$ cat src/hw/rtl/qct_pkg.sv
`timescale 1ns / 1ps
// ----------------------------------------------------------------------------
// qct_pkg
// Shared types and constants for the qcow2 cluster translator.
// ----------------------------------------------------------------------------
package qct_pkg;

  // configuration register indexes
  localparam logic [1:0] REG_CLUSTER_SHIFT = 2'd0;
  localparam logic [1:0] REG_L1_OFFSET     = 2'd1;
  localparam logic [1:0] REG_L1_COUNT      = 2'd2;

  // input operation codes
  localparam logic OP_LOAD      = 1'b0;
  localparam logic OP_TRANSLATE = 1'b1;

  // cluster size limits (log2 bytes)
  localparam logic [4:0] CB_MIN   = 5'd9;
  localparam logic [4:0] CB_MAX   = 5'd21;
  localparam logic [4:0] CB_RESET = 5'd16;

  // longest request in sectors
  localparam int unsigned MAX_SECTORS = 64;

  // kind of result for one piece
  typedef enum logic [1:0] {
    KIND_MAPPED,
    KIND_UNMAPPED,
    KIND_FAULT
  } qct_kind_t;

  // controller to datapath commands
  typedef struct packed {
    logic      wr_en;      // store one table word
    logic      req_start;  // latch a translate request
    logic      split;      // register piece geometry
    logic      rd_l2;      // table read address from L2 entry
    logic      emit;       // register and show one result
    qct_kind_t kind;
  } qct_cmd_t;

  // datapath to controller status
  typedef struct packed {
    logic req_empty;   // zero sector count
    logic l1_bad;      // L1 index out of range or outside memory
    logic l2_zero;     // L1 entry gives zero table offset
    logic l2_bad;      // L2 word outside memory
    logic clus_zero;   // L2 entry gives zero cluster
    logic last_piece;  // this piece ends the request
  } qct_sts_t;

  // byte reverse of one table word
  function automatic logic [63:0] swap64(input logic [63:0] v);
    logic [63:0] r;
    for (int i = 0; i < 8; i++) begin
      r[8*i +: 8] = v[8*(7-i) +: 8];
    end
    return r;
  endfunction

endpackage

$ cat src/hw/rtl/qct_ctrl.sv
`timescale 1ns / 1ps
// ----------------------------------------------------------------------------
// qct_ctrl
// Request sequencer: walks each piece through split, L1 and L2 lookup.
// ----------------------------------------------------------------------------
module qct_ctrl (
  input  logic              clk,
  input  logic              rst_n,
  input  logic              start,
  input  logic              in_operation,
  input  qct_pkg::qct_sts_t sts,
  output qct_pkg::qct_cmd_t cmd,
  output logic              busy,
  output logic              out_valid
);
  import qct_pkg::*;

  typedef enum logic [1:0] {
    S_IDLE,
    S_SPLIT,
    S_L1,
    S_L2
  } state_t;

  state_t state_r, state_nxt;
  logic   valid_r, valid_nxt;

  // next state and commands
  always_comb begin
    logic do_emit;
    do_emit   = 1'b0;
    cmd       = '0;
    cmd.kind  = KIND_MAPPED;
    state_nxt = state_r;
    unique case (state_r)
      S_IDLE: begin
        if (start) begin
          if (in_operation == OP_LOAD) begin
            cmd.wr_en = 1'b1;
          end else if (!sts.req_empty) begin
            cmd.req_start = 1'b1;
            state_nxt     = S_SPLIT;
          end
        end
      end
      S_SPLIT: begin
        cmd.split = 1'b1;
        if (sts.l1_bad) begin
          do_emit  = 1'b1;
          cmd.kind = KIND_FAULT;
        end else begin
          state_nxt = S_L1;
        end
      end
      S_L1: begin
        cmd.rd_l2 = 1'b1;
        if (sts.l2_zero) begin
          do_emit  = 1'b1;
          cmd.kind = KIND_UNMAPPED;
        end else if (sts.l2_bad) begin
          do_emit  = 1'b1;
          cmd.kind = KIND_FAULT;
        end else begin
          state_nxt = S_L2;
        end
      end
      S_L2: begin
        do_emit  = 1'b1;
        cmd.kind = sts.clus_zero ? KIND_UNMAPPED : KIND_MAPPED;
      end
      default: begin
        state_nxt = S_IDLE;
      end
    endcase
    // a finished piece moves on to the next one or ends the request
    if (do_emit) begin
      cmd.emit  = 1'b1;
      state_nxt = sts.last_piece ? S_IDLE : S_SPLIT;
    end
    valid_nxt = do_emit;
  end

  // state and result strobe
  always_ff @(posedge clk) begin
    if (!rst_n) begin
      state_r <= S_IDLE;
      valid_r <= 1'b0;
    end else begin
      state_r <= state_nxt;
      valid_r <= valid_nxt;
    end
  end

  assign busy      = (state_r != S_IDLE);
  assign out_valid = valid_r;

endmodule

$ cat config.mk
export PLATFORM = sky130hd
export DESIGN_NAME = qct_ctrl
export DESIGN_NICKNAME = d
export VERILOG_FILES = /design/src/hw/rtl/qct_pkg.sv /design/src/hw/rtl/qct_ctrl.sv
export SDC_FILE = /design/constraint.sdc
export NUM_CORES = 1
export LEC_CHECK = 0
export ABC_CLOCK_PERIOD_IN_PS = 2000
export BUFFER_PORTS_ARGS = -buffer_cell sky130_fd_sc_hd__buf_2
export CAP_MARGIN = 25
export CORE_AREA = 4 4 41 43
export CTS_BUF_LIST = sky130_fd_sc_hd__clkbuf_16
export DETAILED_ROUTE_END_ITERATION = 10
export DIE_AREA = 0 0 45 47
export GPL_TIMING_DRIVEN = 0
export SKIP_LAST_GASP = 1
export SLEW_MARGIN = 20
export SYNTH_ARGS = -nofsm -noshare
export SYNTH_HDL_FRONTEND = slang
export SYNTH_SLANG_ARGS = --single-unit
export TNS_END_PERCENT = 30
$ cat constraint.sdc
create_clock -name clk -period 2 [get_ports clk]
set_clock_uncertainty 0.05 [all_clocks]
set_input_delay 0.1 -clock clk [delete_from_list [all_inputs] [get_ports clk]]
set_output_delay 0.1 -clock clk [all_outputs]
set_load 0.005 [all_outputs]
==> results of run 1 <==
[sequential cells by signal, summed over array words and instances (netlist names)]
name and cells:
state_r 2, out_valid 1
[final timing paths]
path,endpoint,slack [ns],cells after the start
worst max register to register,state_r[0]$_SDFFE_PN0P_,0.32,6
worst min-delay path,out_valid$_SDFF_PN0_,0.07,2
worst min register to register,state_r[1]$_SDFFE_PN0P_,0.54,2
worst max-delay path,cmd[2],0.25,6
[per-stage QoR]
stage	hold slack [ns]	total power [mW]	instance area, um^2	util
after floorplan	0.172	0.0924	292	-
after global placement	0.290	0.114	400	0.308
after detailed placement	0.294	0.115	400	0.308
after CTS	0.0704	0.429	479	0.368
after global routing	0.0866	0.444	479	0.368
final	0.0700	0.422	479	0.368
[per-layer routing]
metal | vias to the layer above | wire (um) | GRT usage
li1 | 158 | - | -
met1 | 140 | 288 | 0.0862
met2 | 15 | 308 | 0.116
met3 | 0 | 96 | 0.0536
met4 | 0 | 0 | 0.0175
met5 | - | 0 | 0
[area by class of cell]
class                      instances  area [um^2]  area share
inverter                           3         11.3      0.0235
clock buffer                       3         75.1       0.157
sequential                         3         60.1       0.125
timing repair buffer              18         90.1       0.188
buffer                             1         7.51      0.0157
clock inverter                     1         3.75     0.00783
tap                               15         18.8      0.0392
multi-input combinational         26          213       0.444
[where the power goes]
group          leakage (nW)  switching [mW]  internal (mW)  total (mW)
logic                 0.186          0.0232         0.0254      0.0486
registers            0.0243         0.00224         0.0625      0.0648
clock network        0.0423          0.0514          0.258       0.309
total                 0.252          0.0768          0.345       0.422
[placed cells by master (no fill, tap or decap)]
| master | count |
|---|---|
| nor3b_1 | 1 |
| and2b_4 | 1 |
| o311a_1 | 1 |
| o21ai_4 | 1 |
| buf_4 | 1 |
| inv_1 | 4 |
| a21oi_1 | 3 |
| a22oi_1 | 1 |
| and2_1 | 1 |
| clkbuf_16 | 3 |
| o21a_1 | 1 |
| o211ai_1 | 1 |
| mux2i_1 | 1 |
| dfxtp_1 | 3 |
| ha_1 | 5 |
| and4b_4 | 1 |
| o21ai_2 | 1 |
| nand3b_1 | 1 |
| buf_2 | 18 |
| nor2_1 | 3 |
| nand2_1 | 3 |
[kinds of logic (layout without fill, tap and decap cells)]
kind of cell	after synthesis	in the layout	share of synthesized area
flops	3	3	0.206
fa+ha+maj	5	5	0.215
simple gates	11	11	0.232
mux	1	1	0.0343
buf+inv	4	26	0.0644
compound gates	9	9	0.249
[worst reg2reg max path: stages, from the launching register on]
cell and delay, ns:
dfxtp_1 0.37, inv_1 0.10, ha_1 0.25, and2b_4 0.26, o21ai_2 0.06, o21a_1 0.17
o311a_1 0.31
==> impl_metrics.tcl, run 1 <==
set metrics [dict create \
    cp_max_fo 5 \
    synth-edff-count 0 \
    setup_ws_ns 0.249 \
    numPortBuffers 18 \
    drtIter0Drc 1 \
    ys_types 19 \
    die_y_um 47 \
    yosysTopAreaCell "ha_1" \
    status "finished clean" \
    grt_first_pass_wirelength_um 1140 \
    insertion_delay_ns 0.22 \
    rsz0062_at_grt "false" \
    drive_gt1_frac 0.473 \
    crit_chain "inv_1 > ha_1 > o21ai_4 > a21oi_1 > buf_4 > buf_2" \
    synthCells 33 \
    finalCritPeriodShare 0.876 \
    clock-root-buffer "clkbuf_16" \
    totalWireLength_um 693 \
    tightest_slew_ns 0.361 \
    hold_violations 0 \
    clock.fmax_ghz 0.571 \
    track_usage 0.0758 \
    yosysWarnings 0 \
    dp_hpwl_um 567 \
    cp_num_buf_inv 3 \
    ctsResizeCount 0 \
    tns_ns 0 \
    cts_tree "done" \
    r2r-start "state_r[0]$_SDFFE_PN0P_" \
    crit_type "flop to output pin" \
    crit_start "state_r[0]$_SDFFE_PN0P_" \
    core_area_mm2 0.00130 \
    synth_nets 48 \
    fin_nets 71 \
    htreeDepth 1 \
    row_count 13 \
    ir_drop_mv 0.615 \
    dr_total_vias 313 \
    power_density_mw_per_mm2 881 \
    initial_core_util 0.224 \
    grt-ovfl-total 0 \
    synth_ff_type "dfxtp_1" \
    hold_buffers 0 \
    hold_path_class "primary input to flop" \
    synth_top_area_share 0.215 \
    slew_headroom 0.759 \
    antenna_cells 0 \
    postCtsSetupBuffers 0 \
    max_cap_viol_count 0 \
    remaining_drc_errors 0 \
    die_x_um 45 \
    drt-vias-per-instance 4.47 \
    clkSinkCount 3 \
    slowest_delay_ns 0.33 \
    dp_slack_ns 0.328 \
    finalSetupViolations 0 \
    hp-start "rst_n" \
    min_period_ns 1.75 \
    fin_cells 70 \
    cp-end-kind "output pin" \
    antenna_found_initial 0 \
    io_pins 19 \
    dieArea_mm2 0.00212 \
    drv_slew 0 \
    yosysMostFrequentCell "ha_1" \
    clockBufferDepth 2 \
    synth-seq-area-share 0.206 \
    syn_area_per_cell_um2 8.83 \
    ant_nets 0 \
    leakage_nw 0.252 \
    grt_pass1_vias 290 \
    placed_cells 66 \
    gp_congestion 0.633 \
    arrival_ns 1.60 \
    area_delta_synth_final_pct 64.4 \
    cp_slowest_cell "dfxtp_1" \
    cts.reportedPaths.clkPinSlew_ns 0.03 \
    dr.pass1.iters 2 \
    worstSetupStartpointType "flop" \
    syn_area_um2 292 \
    grt_max_degree 6 \
    async_flop_share 0 \
    ys_ff_latch 3 \
    numCtsBuffers 3 \
    nFillCells 153 \
    synth_area_leaders "ha_1 21%, dfxtp_1 21%, o21ai_4 5.6%" \
    cp_data_required_time_ns 1.85 \
    critPathTopFamily "compound AO/OA/AOI/OAI gates" \
    routedWlPerCell_um 9.90 \
]
Power figures use the tool's default switching activity.
==> inputs of run 2 (changes only) <==
--- a/config.mk
+++ b/config.mk
@@ -8,11 +8,14 @@
 export ABC_CLOCK_PERIOD_IN_PS = 2000
 export BUFFER_PORTS_ARGS = -buffer_cell sky130_fd_sc_hd__buf_2
 export CAP_MARGIN = 25
-export CORE_AREA = 4 4 41 43
+export CELL_PAD_IN_SITES_DETAIL_PLACEMENT = 1
+export CELL_PAD_IN_SITES_GLOBAL_PLACEMENT = 2
+export CORE_MARGIN = 4
+export CORE_UTILIZATION = 19
 export CTS_BUF_LIST = sky130_fd_sc_hd__clkbuf_16
 export DETAILED_ROUTE_END_ITERATION = 10
-export DIE_AREA = 0 0 45 47
 export GPL_TIMING_DRIVEN = 0
+export PLACE_DENSITY_LB_ADDON = 0.1
 export SKIP_LAST_GASP = 1
 export SLEW_MARGIN = 20
 export SYNTH_ARGS = -nofsm -noshare
==> impl_metrics.tcl, run 2 (same netlist as run 1, synthesis figures left out) <==
set metrics [dict create \
    worstSetupStartpointType "flop" \
    largest_register "state_r" \
    final_area_um2 479 \
    totalWireLength_um 878 \
    final_common_cell "buf_2" \
    postCtsSetupBuffers 0 \
    drtIter0Drc 1 \
    insertion_delay_ns 0.22 \
    initial_core_util 0.213 \
    hold-worst-slack_ns 0.0740 \
    cp-end-kind "output pin" \
    gp_congestion 0.668 \
    clock.fmax_ghz 0.553 \
    grt_max_degree 6 \
    cp_data_required_time_ns 1.85 \
    row_count 13 \
    clock-root-buffer "clkbuf_16" \
    arrival_ns 1.66 \
    nFillCells 175 \
    crit_type "flop to output pin" \
    clockBufferDepth 2 \
    hold_violations 0 \
    mostFrequentLayoutCells "18 x buf_2, 5 x ha_1, 4 x inv_1" \
    drt-vias-per-instance 4.44 \
    antenna_found_initial 0 \
    numPortBuffers 18 \
    slew_headroom 0.763 \
    dr_total_vias 311 \
    final_util 0.351 \
    grt_first_pass_wirelength_um 1390 \
    leakage_nw 0.252 \
    largest_reg_flops 2 \
    area_delta_synth_final_pct 64.4 \
    die_x_um 47.2 \
    hold_path_class "primary input to flop" \
    core_area_mm2 0.00137 \
    dp_hpwl_um 757 \
    grt-ovfl-total 0 \
    finalSetupViolations 0 \
    ir_drop_mv 0.441 \
    grt_pass1_vias 307 \
    min_period_ns 1.81 \
    tightest_slew_ns 0.355 \
    status "finished clean" \
    ctsResizeCount 0 \
    routedWlPerCell_um 12.5 \
    clkSinkCount 3 \
    fin_nets 71 \
    numCtsBuffers 3 \
    setup_ws_ns 0.193 \
    cts_tree "done" \
    rsz0062_at_grt "false" \
    drive_gt1_frac 0.473 \
    fin_cells 70 \
    power_density_mw_per_mm2 884 \
    dp_slack_ns 0.309 \
    remaining_drc_errors 0 \
    hold_buffers 0 \
    drv_slew 0 \
    htreeDepth 1 \
    io_pins 19 \
    power_uw 424 \
    place_area_um2 400 \
    dieArea_mm2 0.00223 \
    antenna_cells 0 \
    track_usage 0.0925 \
    ant_nets 0 \
    cp_max_fo 5 \
    dr.pass1.iters 2 \
    placed_cells 66 \
    die_y_um 47.2 \
    finalCritPeriodShare 0.904 \
    cts.reportedPaths.clkPinSlew_ns 0.03 \
    regArea_um2 60.1 \
    max_cap_viol_count 0 \
    tns_ns 0 \
    multi_input_area_um2 213 \
]
## run 2: cell counts in the layout (fill, tap and decap cells not counted)
No cell type changed its count.
## run 2: worst paths after layout
| kind | start | endpoint | slack (ns) | depth (start not counted) |
|---|---|---|---|---|
| max | state_r[0]$_SDFFE_PN0P_ | cmd[2] | 0.19 | 6 |
| min | rst_n | out_valid$_SDFF_PN0_ | 0.07 | 2 |
| max reg2reg | state_r[0]$_SDFFE_PN0P_ | state_r[0]$_SDFFE_PN0P_ | 0.33 | 6 |
| min reg2reg | state_r[1]$_SDFFE_PN0P_ | state_r[1]$_SDFFE_PN0P_ | 0.55 | 2 |
## run 2: area by class of cell
class | count | share of cell area
Multi-Input combinational cell | 26 | 0.444
Timing Repair Buffer | 18 | 0.188
Clock buffer | 3 | 0.157
Sequential cell | 3 | 0.125
Tap cell | 15 | 0.0392
Inverter | 3 | 0.0235
Buffer | 1 | 0.0157
Clock inverter | 1 | 0.00783
## run 2: per-layer routing
| layer | global-route usage | vias to the layer above | wire [um] |
|---|---|---|---|
| met4 | 0.0663 | 0 | 5 |
| met2 | 0.141 | 9 | 417 |
| met5 | 0 | - | 0 |
| li1 | - | 158 | - |
| met1 | 0.112 | 142 | 394 |
| met3 | 0.0230 | 2 | 61 |
## run 2: power breakdown
part | leakage (nW) | switching [mW] | internal, mW
registers | 0.0243 | 0.00230 | 0.0625
logic | 0.186 | 0.0252 | 0.0257
clock network | 0.0423 | 0.0506 | 0.257
total | 0.252 | 0.0781 | 0.346
## run 2: critical path: stages, from the launching register on
cell     delay (ns)
dfxtp_1        0.33
inv_1          0.11
ha_1           0.30
o21ai_4        0.11
a21oi_1        0.32
buf_4          0.17
buf_2          0.10
